[src/hw/rtl/ordered_record_table_unit_assert.svh]
// Assertion macros for the ordered record table unit.
// Each macro expects clk and rst_n in the scope where it is used.
`ifndef ORDERED_RECORD_TABLE_UNIT_ASSERT_SVH
`define ORDERED_RECORD_TABLE_UNIT_ASSERT_SVH

// Check that a condition holds at every clock edge out of reset.
`define ORT_ASSERT_ALW(label, cond) \
    label: assert property (@(posedge clk) disable iff (!rst_n) (cond)) \
        else $error("ordered_record_table_unit: invariant violated");

// Check that a trigger implies a condition in the same cycle.
`define ORT_ASSERT_IMP(label, trig, cond) \
    label: assert property (@(posedge clk) disable iff (!rst_n) (trig) |-> (cond)) \
        else $error("ordered_record_table_unit: implication violated");

`endif

[src/hw/rtl/ortab_pkg.sv]
// Shared types and constants for the ordered record table unit.
// No dependencies; imported by every module of the block.
package ortab_pkg;

    localparam int POS_W       = 5;
    localparam int KEY_W       = 32;
    localparam int PAY_W       = 32;
    localparam int FIDX_W      = 4;
    localparam int ENTRY_W     = 5;
    localparam int QUEUE_DEPTH = 2;

    typedef enum logic [1:0] {
        OP_INSERT = 2'd0,
        OP_DELETE = 2'd1,
        OP_FIND   = 2'd2,
        OP_READ   = 2'd3
    } op_t;

    typedef enum logic [1:0] {
        ST_OK   = 2'd0,
        ST_BAD  = 2'd1,
        ST_DUP  = 2'd2,
        ST_MISS = 2'd3
    } status_t;

    typedef struct packed {
        op_t              op;
        logic [POS_W-1:0] pos;
        logic             pos_over_cap;
        logic [KEY_W-1:0] key;
        logic [PAY_W-1:0] payload;
    } cmd_t;

    typedef struct packed {
        logic [KEY_W-1:0] key;
        logic [PAY_W-1:0] payload;
    } rec_t;

    typedef struct packed {
        status_t           status;
        logic [FIDX_W-1:0] fidx;
        logic [KEY_W-1:0]  key;
        logic [PAY_W-1:0]  payload;
    } res_t;

endpackage

[src/hw/rtl/ortab_front.sv]
// Front end of the ordered record table: input register and command decode.
// Depends on ortab_pkg; feeds ortab_queue.
module ortab_front
    import ortab_pkg::*;
#(
    parameter int CAPACITY = 16
)
(
    input  logic                    clk,
    input  logic                    rst_n,
    input  logic                    in_valid,
    output logic                    in_stall,
    input  logic [1:0]              opcode,
    input  logic [POS_W-1:0]        position,
    input  logic signed [KEY_W-1:0] record_key,
    input  logic [PAY_W-1:0]        record_payload,
    output logic                    q_push,
    output cmd_t                    q_cmd,
    input  logic                    q_full
);

    logic slot_vld_reg;
    logic slot_vld_next;
    cmd_t slot_reg;
    cmd_t slot_next;
    logic accept;

    assign in_stall = slot_vld_reg && q_full;
    assign accept   = in_valid && !in_stall;
    assign q_push   = slot_vld_reg && !q_full;
    assign q_cmd    = slot_reg;

    // Decode the transaction; the capacity check on position needs no table state
    always_comb
    begin
        slot_next.op           = op_t'(opcode);
        slot_next.pos          = position;
        slot_next.pos_over_cap = 32'(position) > 32'(CAPACITY);
        slot_next.key          = record_key;
        slot_next.payload      = record_payload;
        slot_vld_next          = accept || (slot_vld_reg && q_full);
    end

    always_ff @(posedge clk or negedge rst_n)
    begin
        if (!rst_n)
        begin
            slot_vld_reg <= 1'b0;
        end
        else
        begin
            slot_vld_reg <= slot_vld_next;
        end
    end

    always_ff @(posedge clk)
    begin
        if (accept)
        begin
            slot_reg <= slot_next;
        end
    end

endmodule

[src/hw/rtl/ortab_queue.sv]
// Short command queue between the front end and the execution back end.
// Depends on ortab_pkg.
module ortab_queue
    import ortab_pkg::*;
(
    input  logic clk,
    input  logic rst_n,
    input  logic push,
    input  cmd_t push_cmd,
    output logic full,
    input  logic pop,
    output logic valid,
    output cmd_t pop_cmd
);

    localparam int PTR_W  = (QUEUE_DEPTH > 1) ? $clog2(QUEUE_DEPTH) : 1;
    localparam int FILL_W = $clog2(QUEUE_DEPTH + 1);

    cmd_t              entries [QUEUE_DEPTH];
    logic [PTR_W-1:0]  wr_ptr_reg;
    logic [PTR_W-1:0]  wr_ptr_next;
    logic [PTR_W-1:0]  rd_ptr_reg;
    logic [PTR_W-1:0]  rd_ptr_next;
    logic [FILL_W-1:0] fill_reg;
    logic [FILL_W-1:0] fill_next;
    logic              do_push;
    logic              do_pop;

    assign full    = fill_reg == FILL_W'(QUEUE_DEPTH);
    assign valid   = fill_reg != '0;
    assign pop_cmd = entries[rd_ptr_reg];
    assign do_push = push && !full;
    assign do_pop  = pop && valid;

    always_comb
    begin
        wr_ptr_next = wr_ptr_reg;
        rd_ptr_next = rd_ptr_reg;
        fill_next   = fill_reg;
        if (do_push)
        begin
            wr_ptr_next = (wr_ptr_reg == PTR_W'(QUEUE_DEPTH - 1)) ? '0
                                                                 : wr_ptr_reg + PTR_W'(1);
        end
        if (do_pop)
        begin
            rd_ptr_next = (rd_ptr_reg == PTR_W'(QUEUE_DEPTH - 1)) ? '0
                                                                 : rd_ptr_reg + PTR_W'(1);
        end
        if (do_push && !do_pop)
        begin
            fill_next = fill_reg + FILL_W'(1);
        end
        else if (do_pop && !do_push)
        begin
            fill_next = fill_reg - FILL_W'(1);
        end
    end

    always_ff @(posedge clk or negedge rst_n)
    begin
        if (!rst_n)
        begin
            wr_ptr_reg <= '0;
            rd_ptr_reg <= '0;
            fill_reg   <= '0;
        end
        else
        begin
            wr_ptr_reg <= wr_ptr_next;
            rd_ptr_reg <= rd_ptr_next;
            fill_reg   <= fill_next;
        end
    end

    always_ff @(posedge clk)
    begin
        if (do_push)
        begin
            entries[wr_ptr_reg] <= push_cmd;
        end
    end

endmodule

[src/hw/rtl/ortab_back.sv]
// Execution back end: record memory, scan and shift sequencer, result register.
// Depends on ortab_pkg; takes commands from ortab_queue.
module ortab_back
    import ortab_pkg::*;
#(
    parameter int CAPACITY = 16
)
(
    input  logic                      clk,
    input  logic                      rst_n,
    input  logic                      q_valid,
    input  cmd_t                      q_cmd,
    output logic                      q_pop,
    output logic                      out_valid,
    input  logic                      out_stall,
    output logic                      success,
    output logic [1:0]                status,
    output logic [FIDX_W-1:0]         found_index,
    output logic signed [KEY_W-1:0]   out_key,
    output logic [PAY_W-1:0]          out_payload,
    output logic [ENTRY_W-1:0]        entry_count
);

    localparam int IDX_W = (CAPACITY > 1) ? $clog2(CAPACITY) : 1;
    localparam int CNT_W = $clog2(CAPACITY + 1);
    localparam int CMP_W = ((CNT_W > POS_W) ? CNT_W : POS_W) + 1;

    typedef enum logic [4:0] {
        S_IDLE  = 5'b00001,
        S_SCAN  = 5'b00010,
        S_SHIFT = 5'b00100,
        S_READ  = 5'b01000,
        S_DONE  = 5'b10000
    } state_t;

    state_t             state_reg, state_next;
    cmd_t               cmd_reg, cmd_next;
    logic [CNT_W-1:0]   count_reg, count_next;
    logic [CNT_W-1:0]   ptr_reg, ptr_next;
    logic [CNT_W-1:0]   left_reg, left_next;
    logic [CNT_W-1:0]   pend_idx_reg, pend_idx_next;
    logic [CNT_W-1:0]   ins_pos_reg, ins_pos_next;
    logic               pend_vld_reg, pend_vld_next;
    logic               dir_up_reg, dir_up_next;
    res_t               res_reg, res_next;
    logic               out_valid_reg, out_valid_next;
    res_t               out_res_reg;
    logic [ENTRY_W-1:0] out_count_reg;

    rec_t               mem [CAPACITY];
    rec_t               rd_data_reg;
    logic               mem_we;
    logic [IDX_W-1:0]   mem_waddr;
    rec_t               mem_wdata;
    logic               mem_re;
    logic [IDX_W-1:0]   mem_raddr;

    logic               out_load;
    logic               table_full;
    logic               q_pos_in;
    logic [CNT_W-1:0]   q_pos_cnt;
    logic               scan_hit;
    logic [CNT_W-1:0]   ins_pos_c;
    logic [CNT_W-1:0]   shift_dst;

    assign table_full = count_reg == CNT_W'(CAPACITY);
    assign q_pos_in   = CMP_W'(q_cmd.pos) < CMP_W'(count_reg);
    assign q_pos_cnt  = CNT_W'(q_cmd.pos);
    assign scan_hit   = pend_vld_reg && (rd_data_reg.key == cmd_reg.key);
    assign ins_pos_c  = (CMP_W'(cmd_reg.pos) > CMP_W'(count_reg)) ? count_reg
                                                                  : CNT_W'(cmd_reg.pos);
    assign shift_dst  = dir_up_reg ? pend_idx_reg + CNT_W'(1) : pend_idx_reg - CNT_W'(1);

    always_comb
    begin
        state_next     = state_reg;
        cmd_next       = cmd_reg;
        count_next     = count_reg;
        ptr_next       = ptr_reg;
        left_next      = left_reg;
        pend_idx_next  = pend_idx_reg;
        ins_pos_next   = ins_pos_reg;
        pend_vld_next  = pend_vld_reg;
        dir_up_next    = dir_up_reg;
        res_next       = res_reg;
        mem_we         = 1'b0;
        mem_waddr      = '0;
        mem_wdata      = '0;
        mem_re         = 1'b0;
        mem_raddr      = '0;
        q_pop          = 1'b0;
        out_load       = 1'b0;

        unique case (state_reg)
            S_IDLE:
            begin
                if (q_valid)
                begin
                    q_pop         = 1'b1;
                    cmd_next      = q_cmd;
                    pend_vld_next = 1'b0;
                    ptr_next      = '0;
                    res_next      = '0;
                    unique case (q_cmd.op)
                        OP_INSERT:
                        begin
                            if (table_full || q_cmd.pos_over_cap)
                            begin
                                res_next.status = ST_BAD;
                                state_next      = S_DONE;
                            end
                            else
                            begin
                                state_next = S_SCAN;
                            end
                        end
                        OP_DELETE:
                        begin
                            if (q_pos_in)
                            begin
                                ptr_next    = q_pos_cnt + CNT_W'(1);
                                left_next   = count_reg - q_pos_cnt - CNT_W'(1);
                                dir_up_next = 1'b0;
                                state_next  = S_SHIFT;
                            end
                            else
                            begin
                                res_next.status = ST_BAD;
                                state_next      = S_DONE;
                            end
                        end
                        OP_FIND:
                        begin
                            state_next = S_SCAN;
                        end
                        OP_READ:
                        begin
                            if (q_pos_in)
                            begin
                                mem_re     = 1'b1;
                                mem_raddr  = q_pos_cnt[IDX_W-1:0];
                                state_next = S_READ;
                            end
                            else
                            begin
                                res_next.status = ST_BAD;
                                state_next      = S_DONE;
                            end
                        end
                        default:
                        begin
                            state_next = S_IDLE;
                        end
                    endcase
                end
            end

            S_SCAN:
            begin
                // Read one entry a cycle and compare the one read the cycle before
                if (scan_hit)
                begin
                    pend_vld_next = 1'b0;
                    if (cmd_reg.op == OP_INSERT)
                    begin
                        res_next.status = ST_DUP;
                    end
                    else
                    begin
                        res_next.fidx = FIDX_W'(pend_idx_reg);
                    end
                    state_next = S_DONE;
                end
                else if (!pend_vld_reg && (ptr_reg == count_reg))
                begin
                    if (cmd_reg.op == OP_INSERT)
                    begin
                        ins_pos_next = ins_pos_c;
                        left_next    = count_reg - ins_pos_c;
                        ptr_next     = count_reg - CNT_W'(1);
                        dir_up_next  = 1'b1;
                        state_next   = S_SHIFT;
                    end
                    else
                    begin
                        res_next.status = ST_MISS;
                        state_next      = S_DONE;
                    end
                end
                else if (ptr_reg < count_reg)
                begin
                    mem_re        = 1'b1;
                    mem_raddr     = ptr_reg[IDX_W-1:0];
                    pend_vld_next = 1'b1;
                    pend_idx_next = ptr_reg;
                    ptr_next      = ptr_reg + CNT_W'(1);
                end
                else
                begin
                    pend_vld_next = 1'b0;
                end
            end

            S_SHIFT:
            begin
                // Write back the entry read last cycle one place over
                if (pend_vld_reg)
                begin
                    mem_we    = 1'b1;
                    mem_waddr = shift_dst[IDX_W-1:0];
                    mem_wdata = rd_data_reg;
                end
                if (left_reg != '0)
                begin
                    mem_re        = 1'b1;
                    mem_raddr     = ptr_reg[IDX_W-1:0];
                    pend_vld_next = 1'b1;
                    pend_idx_next = ptr_reg;
                    ptr_next      = dir_up_reg ? ptr_reg - CNT_W'(1) : ptr_reg + CNT_W'(1);
                    left_next     = left_reg - CNT_W'(1);
                end
                else
                begin
                    pend_vld_next = 1'b0;
                    if (!pend_vld_reg)
                    begin
                        if (dir_up_reg)
                        begin
                            mem_we            = 1'b1;
                            mem_waddr         = ins_pos_reg[IDX_W-1:0];
                            mem_wdata.key     = cmd_reg.key;
                            mem_wdata.payload = cmd_reg.payload;
                            count_next        = count_reg + CNT_W'(1);
                        end
                        else
                        begin
                            count_next = count_reg - CNT_W'(1);
                        end
                        state_next = S_DONE;
                    end
                end
            end

            S_READ:
            begin
                res_next.key     = rd_data_reg.key;
                res_next.payload = rd_data_reg.payload;
                state_next       = S_DONE;
            end

            S_DONE:
            begin
                if (!out_valid_reg || !out_stall)
                begin
                    out_load   = 1'b1;
                    state_next = S_IDLE;
                end
            end

            default:
            begin
                state_next = S_IDLE;
            end
        endcase
    end

    assign out_valid_next = out_load || (out_valid_reg && out_stall);

    always_ff @(posedge clk or negedge rst_n)
    begin
        if (!rst_n)
        begin
            state_reg     <= S_IDLE;
            count_reg     <= '0;
            pend_vld_reg  <= 1'b0;
            out_valid_reg <= 1'b0;
        end
        else
        begin
            state_reg     <= state_next;
            count_reg     <= count_next;
            pend_vld_reg  <= pend_vld_next;
            out_valid_reg <= out_valid_next;
        end
    end

    always_ff @(posedge clk)
    begin
        cmd_reg      <= cmd_next;
        ptr_reg      <= ptr_next;
        left_reg     <= left_next;
        pend_idx_reg <= pend_idx_next;
        ins_pos_reg  <= ins_pos_next;
        dir_up_reg   <= dir_up_next;
        res_reg      <= res_next;
        if (out_load)
        begin
            out_res_reg   <= res_reg;
            out_count_reg <= ENTRY_W'(count_reg);
        end
    end

    // Record memory: one write port, one registered read port
    always_ff @(posedge clk)
    begin
        if (mem_we)
        begin
            mem[mem_waddr] <= mem_wdata;
        end
        if (mem_re)
        begin
            rd_data_reg <= mem[mem_raddr];
        end
    end

    assign out_valid   = out_valid_reg;
    assign success     = out_res_reg.status == ST_OK;
    assign status      = out_res_reg.status;
    assign found_index = out_res_reg.fidx;
    assign out_key     = out_res_reg.key;
    assign out_payload = out_res_reg.payload;
    assign entry_count = out_count_reg;

endmodule

[src/hw/rtl/ordered_record_table_unit.sv]
// Ordered record table unit: top level joining front end, queue and back end.
// Depends on ortab_pkg, ortab_front, ortab_queue, ortab_back and the assert header.
//
// Usage:
//   Input channel (in_valid / in_stall) carries one operation per transaction:
//   opcode, position, record_key, record_payload. Output channel
//   (out_valid / out_stall) returns exactly one result per operation, in order:
//   success, status, found_index, out_key, out_payload, entry_count.
//   From acceptance to out_valid an operation passes through the queue, the
//   dispatch step, the work in the back end and the result register.
//   Read does one memory read, find scans up to count entries, delete shifts
//   the entries above position down, insert scans for a duplicate and then
//   shifts the entries from the clamped position up; refused operations do
//   no work. The record memory, one write and one read port, moves one entry
//   per cycle; one operation executes at a time, the next once it is done.
//   The front end keeps accepting into the queue while the back end works.
//   Reset empties the table, the queue and the output register; record
//   contents are left unwritten. When the receiver stalls, the result holds,
//   the back end waits in its final step, and the queue then fills and
//   stalls the input.
`include "ordered_record_table_unit_assert.svh"

module ordered_record_table_unit
    import ortab_pkg::*;
#(
    parameter int CAPACITY = 16
)
(
    input  logic                    clk,
    input  logic                    rst_n,
    input  logic                    in_valid,
    output logic                    in_stall,
    input  logic [1:0]              opcode,
    input  logic [POS_W-1:0]        position,
    input  logic signed [KEY_W-1:0] record_key,
    input  logic [PAY_W-1:0]        record_payload,
    output logic                    out_valid,
    input  logic                    out_stall,
    output logic                    success,
    output logic [1:0]              status,
    output logic [FIDX_W-1:0]       found_index,
    output logic signed [KEY_W-1:0] out_key,
    output logic [PAY_W-1:0]        out_payload,
    output logic [ENTRY_W-1:0]      entry_count
);

    logic fq_push;
    cmd_t fq_cmd;
    logic fq_full;
    logic qb_valid;
    cmd_t qb_cmd;
    logic qb_pop;

    // Register and decode incoming transactions
    ortab_front #(
        .CAPACITY (CAPACITY)
    ) u_front (
        .clk            (clk),
        .rst_n          (rst_n),
        .in_valid       (in_valid),
        .in_stall       (in_stall),
        .opcode         (opcode),
        .position       (position),
        .record_key     (record_key),
        .record_payload (record_payload),
        .q_push         (fq_push),
        .q_cmd          (fq_cmd),
        .q_full         (fq_full)
    );

    // Decouple decode from execution
    ortab_queue u_queue (
        .clk      (clk),
        .rst_n    (rst_n),
        .push     (fq_push),
        .push_cmd (fq_cmd),
        .full     (fq_full),
        .pop      (qb_pop),
        .valid    (qb_valid),
        .pop_cmd  (qb_cmd)
    );

    // Execute against the record memory and hold the result
    ortab_back #(
        .CAPACITY (CAPACITY)
    ) u_back (
        .clk         (clk),
        .rst_n       (rst_n),
        .q_valid     (qb_valid),
        .q_cmd       (qb_cmd),
        .q_pop       (qb_pop),
        .out_valid   (out_valid),
        .out_stall   (out_stall),
        .success     (success),
        .status      (status),
        .found_index (found_index),
        .out_key     (out_key),
        .out_payload (out_payload),
        .entry_count (entry_count)
    );

    // Never push into a full queue
    `ORT_ASSERT_ALW(a_queue_no_overflow, !(fq_push && fq_full))
    // Pop only a queue that holds a command
    `ORT_ASSERT_IMP(a_pop_when_valid, qb_pop, qb_valid)
    // A failed operation reports no index and no record
    `ORT_ASSERT_IMP(a_fail_fields_zero, out_valid && !success, {found_index, out_key, out_payload} == '0)
    // The reported count never exceeds the table size
    `ORT_ASSERT_IMP(a_count_bound, out_valid, 32'(entry_count) <= 32'(CAPACITY))

endmodule

[config.mk]
export PLATFORM = sky130hd
export DESIGN_NAME = ordered_record_table_unit
export DESIGN_NICKNAME = d
export VERILOG_FILES = /design/src/hw/rtl/ortab_pkg.sv /design/src/hw/rtl/ortab_front.sv /design/src/hw/rtl/ortab_queue.sv /design/src/hw/rtl/ortab_back.sv /design/src/hw/rtl/ordered_record_table_unit.sv
export VERILOG_INCLUDE_DIRS = /design/src /design/src/hw/rtl
export SDC_FILE = /design/constraint.sdc
export NUM_CORES = 2
export LEC_CHECK = 0
export BUFFER_PORTS_ARGS = -buffer_cell sky130_fd_sc_hd__buf_4
export CAP_MARGIN = 40
export CORE_MARGIN = 3
export CORE_UTILIZATION = 55
export DETAILED_ROUTE_END_ITERATION = 10
export PLACE_DENSITY = 0.72
export SLEW_MARGIN = 20
export SYNTH_ARGS = -nofsm -noshare
export SYNTH_HDL_FRONTEND = slang
export SYNTH_SLANG_ARGS = --single-unit
[constraint.sdc]
create_clock -name clk -period 7 [get_ports clk]
set_clock_uncertainty 0.1 [all_clocks]
set_input_delay 1.05 -clock clk [delete_from_list [all_inputs] [get_ports clk]]
set_output_delay 1.05 -clock clk [all_outputs]
set_load 0.05 [all_outputs]
==> reports/results.txt <==
status: finished clean
setup TNS: 0 ps
Fmax: 183.4 MHz
Vias: 32.18k
core area: 107500 um^2
IO Pins: 153
routability-driven placement congestion ratio: 0.8762
Area after DPL: 63300 um^2
CTS tree: done
P_leak: 0.02280 uW
Post-Syn Area: 59860 um^2
post-CTS setup buffer count: 0
critical-path maximum fanout: 39
fraction of layout cells with a size suffix above 1: 15.87%
area fraction of the dominant cell type after synthesis: 77.20%
Synth area leader: edfxtp_1
EDFF count, synth: 1539
ANT cells: 0
most common cell in the netlist: edfxtp_1
Most flops, register: u_back.mem
CP cell instances: mux2i_1 > inv_1 > ha_1 > a21o_1 > a21oi_1 > nand4_2 > inv_2 > nand2_2 > buf_4 > o31ai_4 > buf_4 > mux2i_1 > a211oi_1 > or4_1
P per Cell Area: 362.8 nW/um^2
synthesized instance count: 3241
CP max stage delay: 900 ps
Avg Vias per Cell: 6.460
Yosys cell types: 72
Final Max Slew Viols: 0
Clock Path Buffers: 3
depth of the most critical reg-to-reg path: 14
reg-to-reg endpoint: u_back.rd_data_reg[50]
Die Wd: 335.9 um
Detailed Route Iter0 Violations: 4478
first-pass GRT wire length: 214300 um
Buffers on Ports: 152
Slew headroom: 39.31%
Synth-to-Final Area Change: 13.71%
routed len/inst: 29.49 um
Overflow after GRT: 0
max-cap viol count: 0
initial antenna violation count: 1
Yosys Warn Count: 0
H-tree lvl count: 4
Post-CTS Resized: 0
Seq/Total Area, Yosys: 77.91%
Clock Pin Slew Worst Setup and Hold Paths: 70 ps
area of the die: 112800 um^2
# clock sinks: 1556
CTS Hold Bufs: 0
filler cell count in the final layout: 7221
Critical Path RT: 7400 ps
CP endpoint kind: register
VDD IR-drop max: 0.0002832 V
Site Rows: 120
Tightest Hold Check Type: in2async
Final Hold Viols: 0
asr flop ratio synth: 1.093%
ys flop type: edfxtp_1
pre-CTS WS: 1619 ps
Die H: 335.9 um
first-pass iteration count of the detailed router: 6
number of CTS-inserted buffers: 154
Final Worst Setup Slack: 1548 ps
Final nets: 3565
largest net degree at the start of global routing: 93
Synth area leaders: edfxtp_1 77%, mux2i_1 7.6%, o22ai_1 2.1%
CP Class: reg2reg
Commonest cells post-synth: 1539 x edfxtp_1, 457 x mux2i_1, 200 x o22ai_1
DP HPWL: 80700 um
initial core utilization: 55.69%
Period Utilization, post-route: 77.89%
final core utilization: 63.32%
Worst setup SP type: register
number of flip-flops in the largest register: 1024
DRT antenna net count: 0
flops & latches, synth: 1556
Least-Margin Pin Slew: 910.3 ps
synthesized area per cell: 18.47 um^2
Post-Layout Inst Area: 68070 um^2
Remaining DRCs: 0
setup violators final: 0
r2r setup slk: 1550 ps
r2r startpoint: u_queue.rd_ptr_reg
slowest cell on the critical path: dfrtp_4
RSZ-0062 raised after global routing: false
Global Route Usage Sum: 26.07%
CP Data Arrival Time: 5850 ps
synthesized net count: 3350
Post-Route WL: 146900 um
Worst-Skew Late Latency: 770 ps
vias in the first global route: 32.69k
Tmin final: 5452 ps
CTS root buffer: clkbuf_16
[final cells by class]
type	count	area (um^2)	area share, %
inverter	32	121.4	0.1783
timing repair buffer	241	2365	3.474
tap	1403	1755	2.579
sequential	1556	46640	68.52
clock inverter	71	554.3	0.8142
clock buffer	207	4168	6.122
multi-input combinational	1471	12470	18.31
[report_power, final]
part | switching (uW) | internal (uW)
combinational | 3120 | 1600
sequential | 617 | 11600
clock | 3390 | 4350
[how the worst max path moves through the flow]
stage	from	end	cells after the start	slack, ps
6_report	u_queue.rd_ptr_reg	u_back.rd_data_reg[50]	14	1550
5_1_grt	u_queue.rd_ptr_reg	u_back.rd_data_reg[49]	14	1340
4_1_cts	u_queue.rd_ptr_reg	u_back.rd_data_reg[2]	14	1610
3_5_place_dp	u_queue.rd_ptr_reg	u_back.rd_data_reg[2]	14	1620
3_3_place_gp	u_queue.rd_ptr_reg	u_back.rd_data_reg[14]	14	1810
2_1_floorplan	u_back.state_reg[1]	u_back.entry_count[0]	3	1410
[logic make-up (layout without fill, tap and decap cells)]
group / after synthesis / in the layout / synth area share, %
XOR/XNOR: 66 / 66 / 0.9656
AND/OR/NAND/NOR: 303 / 303 / 3.060
adder cells (fa/ha/maj): 35 / 35 / 0.7650
buffers and inverters: 214 / 551 / 1.695
flip-flops: 1556 / 1556 / 77.91
AO/OA/AOI/OAI: 543 / 543 / 6.703
multiplexers: 524 / 524 / 8.901
[metrics by stage]
| step | total power [uW] | instances | hold WS, ps |
|---|---|---|---|
| global placement | 16840 | 4682 | 304.6 |
| CTS | 24760 | 4978 | 11.74 |
| global route | 25530 | 4981 | 42.33 |
| floorplan | 15210 | 3241 | 300.3 |
| finish | 24700 | 4981 | 44.67 |
| detailed placement | 17080 | 4700 | 304.5 |
[metal layers]
metal / GRT usage, % / part of all wire (%) / up-vias
met5: 0 / 0 / -
met2: 42.17 / 48 / 1883
met3: 4.882 / 9.7 / 341
met4: 9.440 / 3.2 / 0
li1: - / - / 13620
met1: 35.80 / 39 / 16330
[worst max-delay path: cells and delay by family (launching register included)]
family	cells	cell delay, ps
AOI/OAI and AO/OA	4	650
adders and majority gates	1	260
buffers and inverters	4	1310
DFF	1	900
muxes	2	1000
and+or+nand+nor	3	880
[cells in the final DEF (no fill, tap or decap), drive strengths merged, types with 58 or more instances in the layout]
cell,synthesis,routed
edfxtp,1539,1539
o311a,64,64
buf,76,241
a22o,65,65
mux2i,457,457
clkbuf,106,207
and2,69,69
o22ai,200,200
a211oi,129,129
clkinv,1,58
mux2,67,67
or4,64,64
Power figures use the tool's default switching activity.
